File: config.mk
export PLATFORM = sky130hd
export DESIGN_NAME = cube_strip_vertex_generator_top
export DESIGN_NICKNAME = d
export VERILOG_FILES = /design/src/rtl/core/csvg_pkg.sv /design/src/rtl/core/cube_strip_vertex_generator_top.sv
export SDC_FILE = /design/constraint.sdc
export NUM_CORES = 1
export LEC_CHECK = 0
export BUFFER_PORTS_ARGS = -buffer_cell sky130_fd_sc_hd__buf_2
export CAP_MARGIN = 20
export CORE_AREA = 4 4 250 301
export CTS_CLUSTER_SIZE = 20
export DETAILED_ROUTE_END_ITERATION = 12
export DIE_AREA = 0 0 254 305
export GPL_ROUTABILITY_DRIVEN = 0
export SYNTH_ARGS = -nofsm -noshare
export SYNTH_HDL_FRONTEND = slang
export SYNTH_SLANG_ARGS = --single-unit
File: constraint.sdc
create_clock -name clk -period 34.6 [get_ports clk]
set_input_delay 3.46 -clock clk [delete_from_list [all_inputs] [get_ports clk]]
set_output_delay 3.46 -clock clk [all_outputs]
set_load 0.01 [all_outputs]
File: src/rtl/core/csvg_pkg.sv
// csvg_pkg: shared types, constants and face table for the cube strip vertex generator
// no dependencies
`default_nettype none

package csvg_pkg;

  localparam int unsigned MAX_SUBDIV = 64;
  localparam int unsigned HALF_SIDE  = 8192;
  localparam int unsigned ONE_Q      = 16384;
  localparam int unsigned LAST_FACE  = 5;

  // configuration register indexes
  localparam logic CFG_SUBDIV = 1'b0;
  localparam logic CFG_STEP   = 1'b1;

  typedef enum logic [4:0] {
    PH_LEAD   = 5'b00001,
    PH_TOP    = 5'b00010,
    PH_BOTTOM = 5'b00100,
    PH_COLS   = 5'b01000,
    PH_TRAIL  = 5'b10000
  } phase_t;

  typedef struct packed {
    logic [2:0]       corner_neg;
    logic signed [1:0] norm_x;
    logic signed [1:0] norm_y;
    logic signed [1:0] norm_z;
    logic [1:0]       vaxis;
    logic [1:0]       haxis;
    logic             vneg;
    logic             hneg;
  } face_desc_t;

  // corner_neg bit i set means corner coordinate i is -1
  function automatic face_desc_t face_lookup(input logic [2:0] face);
    face_desc_t d;
    begin
      d = '0;
      case (face)
        3'd0: d = '{3'b101, -2'sd1, 2'sd0, 2'sd0, 2'd1, 2'd2, 1'b1, 1'b0};
        3'd1: d = '{3'b000, 2'sd1, 2'sd0, 2'sd0, 2'd1, 2'd2, 1'b1, 1'b1};
        3'd2: d = '{3'b011, 2'sd0, -2'sd1, 2'sd0, 2'd2, 2'd0, 1'b1, 1'b0};
        3'd3: d = '{3'b101, 2'sd0, 2'sd1, 2'sd0, 2'd2, 2'd0, 1'b0, 1'b0};
        3'd4: d = '{3'b100, 2'sd0, 2'sd0, -2'sd1, 2'd1, 2'd0, 1'b1, 1'b1};
        default: d = '{3'b001, 2'sd0, 2'sd0, 2'sd1, 2'd1, 2'd0, 1'b1, 1'b0};
      endcase
      return d;
    end
  endfunction

endpackage

`default_nettype wire

File: src/rtl/core/cube_strip_vertex_generator_top.sv
// cube_strip_vertex_generator_top: emits one cube triangle strip vertex per item
// depends on csvg_pkg
// the vertex of an accepted item is computed combinationally and registered in the output register
// throughput: one item per cycle; the output register takes a new vertex in the
// cycle its previous one is taken, so only out_stall holds off the input
// reset: counters return to the first vertex of the mesh, subdivisions to 1,
// cell step to 16384, output empty; config is always ready
`default_nettype none

module cube_strip_vertex_generator_top
  import csvg_pkg::*;
(
  input  wire logic               clk,
  input  wire logic               rst_n,
  input  wire logic               in_valid,
  output logic                    in_stall,
  input  wire logic               in_restart,
  output logic                    out_valid,
  input  wire logic               out_stall,
  output logic signed [15:0]      out_pos_x,
  output logic signed [15:0]      out_pos_y,
  output logic signed [15:0]      out_pos_z,
  output logic signed [1:0]       out_norm_x,
  output logic signed [1:0]       out_norm_y,
  output logic signed [1:0]       out_norm_z,
  output logic signed [15:0]      out_tex_u,
  output logic [14:0]             out_tex_v,
  output logic                    out_mesh_end,
  input  wire logic               cfg_valid,
  output logic                    cfg_ready,
  input  wire logic               cfg_index,
  input  wire logic [14:0]        cfg_data
);

  localparam logic signed [25:0] SAT_HI = 26'(ONE_Q);
  localparam logic signed [25:0] SAT_LO = -26'(ONE_Q);
  localparam logic signed [25:0] HS     = 26'(HALF_SIDE);

  // config registers
  logic [6:0]  subdiv_r;
  logic [14:0] step_r;
  logic [6:0]  subdiv_wr;

  // sequencer state
  logic [2:0]  face_r,  face_nxt;
  logic [6:0]  row_r,   row_nxt;
  logic [6:0]  col_r,   col_nxt;
  phase_t      phase_r, phase_nxt;
  logic        lower_r, lower_nxt;
  logic        started_r, started_nxt;

  // effective state after restart
  logic [2:0]  f0;
  logic [6:0]  r0, c0;
  phase_t      ph0;
  logic        l0, s0;

  face_desc_t  fd;
  logic        accept;
  logic        vbump, row_last, col_last;
  logic [7:0]  vofs, hofs;
  logic [22:0] vprod, hprod, vtex;
  logic signed [25:0] vterm, hterm, pos_s [3];
  logic signed [25:0] u_s;

  logic signed [15:0] pos_x_nxt, pos_y_nxt, pos_z_nxt, tex_u_nxt;
  logic [14:0] tex_v_nxt;
  logic        mesh_end_nxt;

  logic        out_valid_r;
  logic signed [15:0] pos_x_r, pos_y_r, pos_z_r, tex_u_r;
  logic signed [1:0]  norm_x_r, norm_y_r, norm_z_r;
  logic [14:0] tex_v_r;
  logic        mesh_end_r;

  function automatic logic signed [15:0] sat16(input logic signed [25:0] s);
    logic signed [15:0] res;
    begin
      if (s > SAT_HI) res = 16'(ONE_Q);
      else if (s < SAT_LO) res = -16'(ONE_Q);
      else res = s[15:0];
      return res;
    end
  endfunction

  assign cfg_ready = 1'b1;
  assign in_stall  = out_valid_r & out_stall;
  assign accept    = in_valid & ~in_stall;

  // clamp of subdivisions writes
  always_comb begin
    if (cfg_data[6:0] == 7'd0) subdiv_wr = 7'd1;
    else if (cfg_data[6:0] > 7'(MAX_SUBDIV)) subdiv_wr = 7'(MAX_SUBDIV);
    else subdiv_wr = cfg_data[6:0];
  end

  // effective state and vertex datapath
  always_comb begin
    f0  = in_restart ? 3'd0 : face_r;
    r0  = in_restart ? 7'd0 : row_r;
    c0  = in_restart ? 7'd0 : col_r;
    l0  = in_restart ? 1'b0 : lower_r;
    s0  = in_restart ? 1'b0 : started_r;
    ph0 = in_restart ? PH_LEAD : phase_r;
    if (f0 > 3'(LAST_FACE)) f0 = 3'd0;
    if (ph0 == PH_LEAD && !s0) ph0 = PH_TOP;

    fd = face_lookup(f0);

    vbump = (ph0 == PH_BOTTOM) || (ph0 == PH_COLS && l0) || (ph0 == PH_TRAIL);
    vofs  = {1'b0, r0} + {7'd0, vbump};
    if (ph0 == PH_COLS) hofs = {1'b0, c0} + 8'd1;
    else if (ph0 == PH_TRAIL) hofs = {1'b0, subdiv_r};
    else hofs = 8'd0;

    vprod = 23'(vofs) * 23'(step_r);
    hprod = 23'(hofs) * 23'(step_r);

    vterm = fd.vneg ? -$signed({3'b000, vprod}) : $signed({3'b000, vprod});
    hterm = fd.hneg ? -$signed({3'b000, hprod}) : $signed({3'b000, hprod});

    for (int i = 0; i < 3; i++) begin
      pos_s[i] = fd.corner_neg[i] ? -HS : HS;
      if (fd.vaxis == 2'(i)) pos_s[i] = pos_s[i] + vterm;
      if (fd.haxis == 2'(i)) pos_s[i] = pos_s[i] + hterm;
    end

    if (ph0 == PH_COLS) u_s = hterm;
    else if (ph0 == PH_TRAIL) u_s = SAT_HI;
    else u_s = '0;

    vtex = (ph0 == PH_TRAIL) ? vprod - {8'd0, step_r} : vprod;

    pos_x_nxt = sat16(pos_s[0]);
    pos_y_nxt = sat16(pos_s[1]);
    pos_z_nxt = sat16(pos_s[2]);
    tex_u_nxt = sat16(u_s);
    tex_v_nxt = (vtex > 23'(ONE_Q)) ? 15'(ONE_Q) : vtex[14:0];

    row_last     = ({1'b0, r0} + 8'd1) >= {1'b0, subdiv_r};
    col_last     = ({1'b0, c0} + 8'd1) >= {1'b0, subdiv_r};
    mesh_end_nxt = (ph0 == PH_TRAIL) && row_last && (f0 == 3'(LAST_FACE));
  end

  // sequencer next state
  always_comb begin
    face_nxt    = f0;
    row_nxt     = r0;
    col_nxt     = c0;
    lower_nxt   = l0;
    started_nxt = s0;
    phase_nxt   = ph0;
    unique case (ph0)
      PH_LEAD: begin
        phase_nxt = PH_TOP;
      end
      PH_TOP: begin
        phase_nxt = PH_BOTTOM;
      end
      PH_BOTTOM: begin
        phase_nxt = PH_COLS;
        col_nxt   = 7'd0;
        lower_nxt = 1'b0;
      end
      PH_COLS: begin
        if (!l0) begin
          lower_nxt = 1'b1;
        end else begin
          lower_nxt = 1'b0;
          if (col_last) phase_nxt = PH_TRAIL;
          else col_nxt = c0 + 7'd1;
        end
      end
      default: begin
        started_nxt = 1'b1;
        phase_nxt   = PH_LEAD;
        col_nxt     = 7'd0;
        lower_nxt   = 1'b0;
        if (row_last) begin
          row_nxt = 7'd0;
          if (f0 >= 3'(LAST_FACE)) begin
            face_nxt    = 3'd0;
            started_nxt = 1'b0;
          end else begin
            face_nxt = f0 + 3'd1;
          end
        end else begin
          row_nxt = r0 + 7'd1;
        end
      end
    endcase
  end

  always_ff @(posedge clk) begin
    if (!rst_n) begin
      subdiv_r <= 7'd1;
      step_r   <= 15'(ONE_Q);
    end else if (cfg_valid && cfg_ready) begin
      unique case (cfg_index)
        CFG_SUBDIV: subdiv_r <= subdiv_wr;
        default:    step_r   <= cfg_data;
      endcase
    end
  end

  always_ff @(posedge clk) begin
    if (!rst_n) begin
      face_r      <= 3'd0;
      row_r       <= 7'd0;
      col_r       <= 7'd0;
      phase_r     <= PH_LEAD;
      lower_r     <= 1'b0;
      started_r   <= 1'b0;
      out_valid_r <= 1'b0;
    end else begin
      if (accept) begin
        face_r      <= face_nxt;
        row_r       <= row_nxt;
        col_r       <= col_nxt;
        phase_r     <= phase_nxt;
        lower_r     <= lower_nxt;
        started_r   <= started_nxt;
        out_valid_r <= 1'b1;
      end else if (!out_stall) begin
        out_valid_r <= 1'b0;
      end
    end
  end

  // result register payload
  always_ff @(posedge clk) begin
    if (accept) begin
      pos_x_r    <= pos_x_nxt;
      pos_y_r    <= pos_y_nxt;
      pos_z_r    <= pos_z_nxt;
      norm_x_r   <= fd.norm_x;
      norm_y_r   <= fd.norm_y;
      norm_z_r   <= fd.norm_z;
      tex_u_r    <= tex_u_nxt;
      tex_v_r    <= tex_v_nxt;
      mesh_end_r <= mesh_end_nxt;
    end
  end

  assign out_valid    = out_valid_r;
  assign out_pos_x    = pos_x_r;
  assign out_pos_y    = pos_y_r;
  assign out_pos_z    = pos_z_r;
  assign out_norm_x   = norm_x_r;
  assign out_norm_y   = norm_y_r;
  assign out_norm_z   = norm_z_r;
  assign out_tex_u    = tex_u_r;
  assign out_tex_v    = tex_v_r;
  assign out_mesh_end = mesh_end_r;

endmodule

`default_nettype wire

==> impl_results.md <==
- WL final: 68740 um
- # IOs: 111
- Critical Path Max Stage Delay: 0.70 ns
- Largest net degree at the start of global routing: 75
- Worst skew pair latency: 0.49 ns
- Synth Cell Area: 21610 sq um
- Fin nets: 3139
- Cell count after synthesis: 2686
- Slew Limit Fails: 0
- Die W: 254 um
- CP max stage cell: xnor2_1
- MaxCap Viol Count: 0
- Hold WC Path Type: register to register
- CTS buffer count: 17
- Hold_ws: 0.4572 ns
- CTS clk-pin slew, worst paths: 0.07 ns
- Final Hold Fails: 0
- Worst r2r path cells: 43
- XOR/XNOR share of the synthesized area: 6.069%
- Mux contribution to synthesized area: 1.262%
- Share of cells above drive strength 1: 8.986%
- Initial antenna violation count: 4
- Setup TNS Final: 0 ns
- Worst Setup SP: in_restart
- Final min period: 16.12 ns
- Fmax: 62.02 MHz
- Post-CTS setup-driven buffer insertion count: 0
- DIE HEIGHT: 305 um
- Vias in the first global route: 19360
- Row cnt: 108
- Adder-Cell Fraction of Synth Area: 27.06%
- Post-route antenna net violation count: 0
- Main combinational cell family by area after synthesis: adder cells
- Via density per instance: 5.365
- Post-synth net total: 3078
- CP Launch Type: input port
- DRC viols: 0
- Layout Skew: 0.02039 ns
- Family with the most delay on the worst path: adder cells
- Synth area leaders: fa_1, ha_1, edfxtp_1, inv_1, nand2_1
- Most used flip-flop cell after synthesis: edfxtp_1
- CP Class: input port to register
- Worst-path fanout max: 74
- Compound-Gate Fraction of Synth Area: 20.05%
- WL per Instance: 18.59 um
- #FFs+latches synth: 133
- First-pass GRT wire length: 108500 um
- Most frequent CP cell: ha_1
- Post-Syn Area per Cell: 8.044 sq um
- Worst Path Required: 34.80 ns
- Clock root cell: clkbuf_16
- DP HPWL: 55390 um
- Netlist cell types: 104
- Period utilization: 46.60%
- Final setup fails: 0
- Slew Limit Headroom: 29.34%
- CTS max path bufs: 2
- Yosys warnings: 0
- Async SR Flop Fraction: 0%
- Hold path depth: 2
- Most frequent cells in the layout: nand2_1, inv_1, nor2_1
- Via Count: 19830
- Sequential fraction of the synthesis area: 16.31%
- Buf/Inv on CP: 6
- VDD IR-drop max: 28.67 uV
- DR pass1 iterations: 6
- Min-delay src: step_r[13]$_SDFFE_PN0P_
- Power Density: 22.19 nW/um^2
- Worst EP arrival: 16.32 ns
- Total power: 0.0005304 W
- CTS tree: built
- Share of the synthesized area in the top cell type: 15.01%
- CTS Sinks: 133
- # hold bufs at CTS: 0
- Area Overhead vs Synth: 10.62%
- First-iteration detailed-routing DRC count: 1458
- Critical path depth: 45
- Leading area contributor after synthesis: fa_1
- Run status: finished clean
- Total grt overflow: 0
- Slew @ Worst Pin: 1.046 ns
- Buffers added on ports: 109
- LEAKAGE: 10.81 nW
- RSZ-0062 raised after global routing: false
- GRT Total Usage: 17.62%
- Clock H-tree levels: 4
- CTS resizes: 0
- CP Capture Type: register
- Simple-Gate Fraction of Synth Area: 22.48%
- Origin of the critical flop-to-flop path: phase_r[1]$_SDFFE_PN0P_
- EDFF count, synth: 86
- Initial Utilization: 29.94%
- Core Area: 72160 sq um
- Full die area: 77470 sq um
[flip-flops by register name (all words and copies together) (netlist names)]
| name | flops |
|---|---|
| lower_r | 1 |
| out_pos_y | 16 |
| col_r | 7 |
| row_r | 7 |
| started_r | 1 |
| phase_r | 5 |
| out_valid | 1 |
| out_norm_y | 2 |
| out_tex_u | 16 |
| out_norm_z | 2 |
| step_r | 15 |
| face_r | 3 |
| out_norm_x | 2 |
| out_pos_z | 16 |
| out_tex_v | 15 |
| subdiv_r | 7 |
| out_mesh_end | 1 |
| out_pos_x | 16 |
[path summary, 6_finish.rpt]
path | endpoint | slack [ns]
max reg2reg | out_pos_z[0]$_SDFFCE_PP0P_ | 21.52
max | out_pos_z[0]$_SDFFCE_PP0P_ | 18.48
min | step_r[13]$_SDFFE_PN0P_ | 0.46
min reg2reg | step_r[13]$_SDFFE_PN0P_ | 0.46
[layout make-up]
cell class              count  area (sq um)
fillers                  7682         48260
clock buffers              21         514.2
repair buffers            149         865.8
clock inverters            11         122.6
flip-flops and latches    133          3523
well taps                 935          1170
diodes                      2         5.005
inverters                 277          1042
multi-input cells        2169         16660
[synthesized netlist by cell type (58+ instances only)]
library cell / n
xnor2_1: 88
ha_1: 208
nand2_1: 270
nor3_1: 97
clkbuf_1: 93
inv_1: 271
nor2_1: 252
a21oi_1: 169
and2_1: 83
edfxtp_1: 86
xor2_1: 58
fa_1: 162
o21ai_0: 109
[where the power goes]
group | internal [W] | switching (W) | leakage (nW)
Clock | 0.000116 | 0.0000837 | 0.317
Combinational | 0.0000549 | 0.0000941 | 9.25
Sequential | 0.000177 | 0.00000480 | 1.24
[worst register-to-register path, delay by kind of cell (launching register included)]
kind                     cells  cell delay, ns
AO/OA/AOI/OAI               14            2.73
XOR/XNOR                     4            1.81
adder cells (fa/ha/maj)      9            3.68
buffers and inverters        4            0.55
flip-flops                   1            0.39
multiplexers                 1            0.15
AND/OR/NAND/NOR             11            3.47
[kinds of logic (layout without fill, tap and decap cells)]
group,Yosys count,count (layout)
fa+ha+maj,370,370
buf+inv,384,458
flops,133,133
compound gates,636,636
other cells,1,3
xor+xnor,148,148
mux,27,27
simple gates,987,987
[metal layers]
| metal | vias up | track usage, % | wire length (um) |
|---|---|---|---|
| met5 | - | 0 | 42 |
| met4 | 8 | 6.636 | 2449 |
| met3 | 123 | 2.465 | 3202 |
| met2 | 568 | 30.85 | 33900 |
| met1 | 9604 | 21.90 | 29150 |
| li1 | 9530 | - | - |
[per-stage QoR]
stage          util [%]  cells  setup WS, ns  area [sq um]
2_1_floorplan         -   2686         19.85         21610
3_3_place_gp      32.18   3661         18.59         23220
3_5_place_dp      32.22   3662         18.17         23250
4_1_cts           33.10   3694         18.70         23890
5_1_grt           33.11   3695         17.70         23900
6_report          33.12   3697         18.48         23900
No activity file was read; power rests on OpenSTA's default activity.
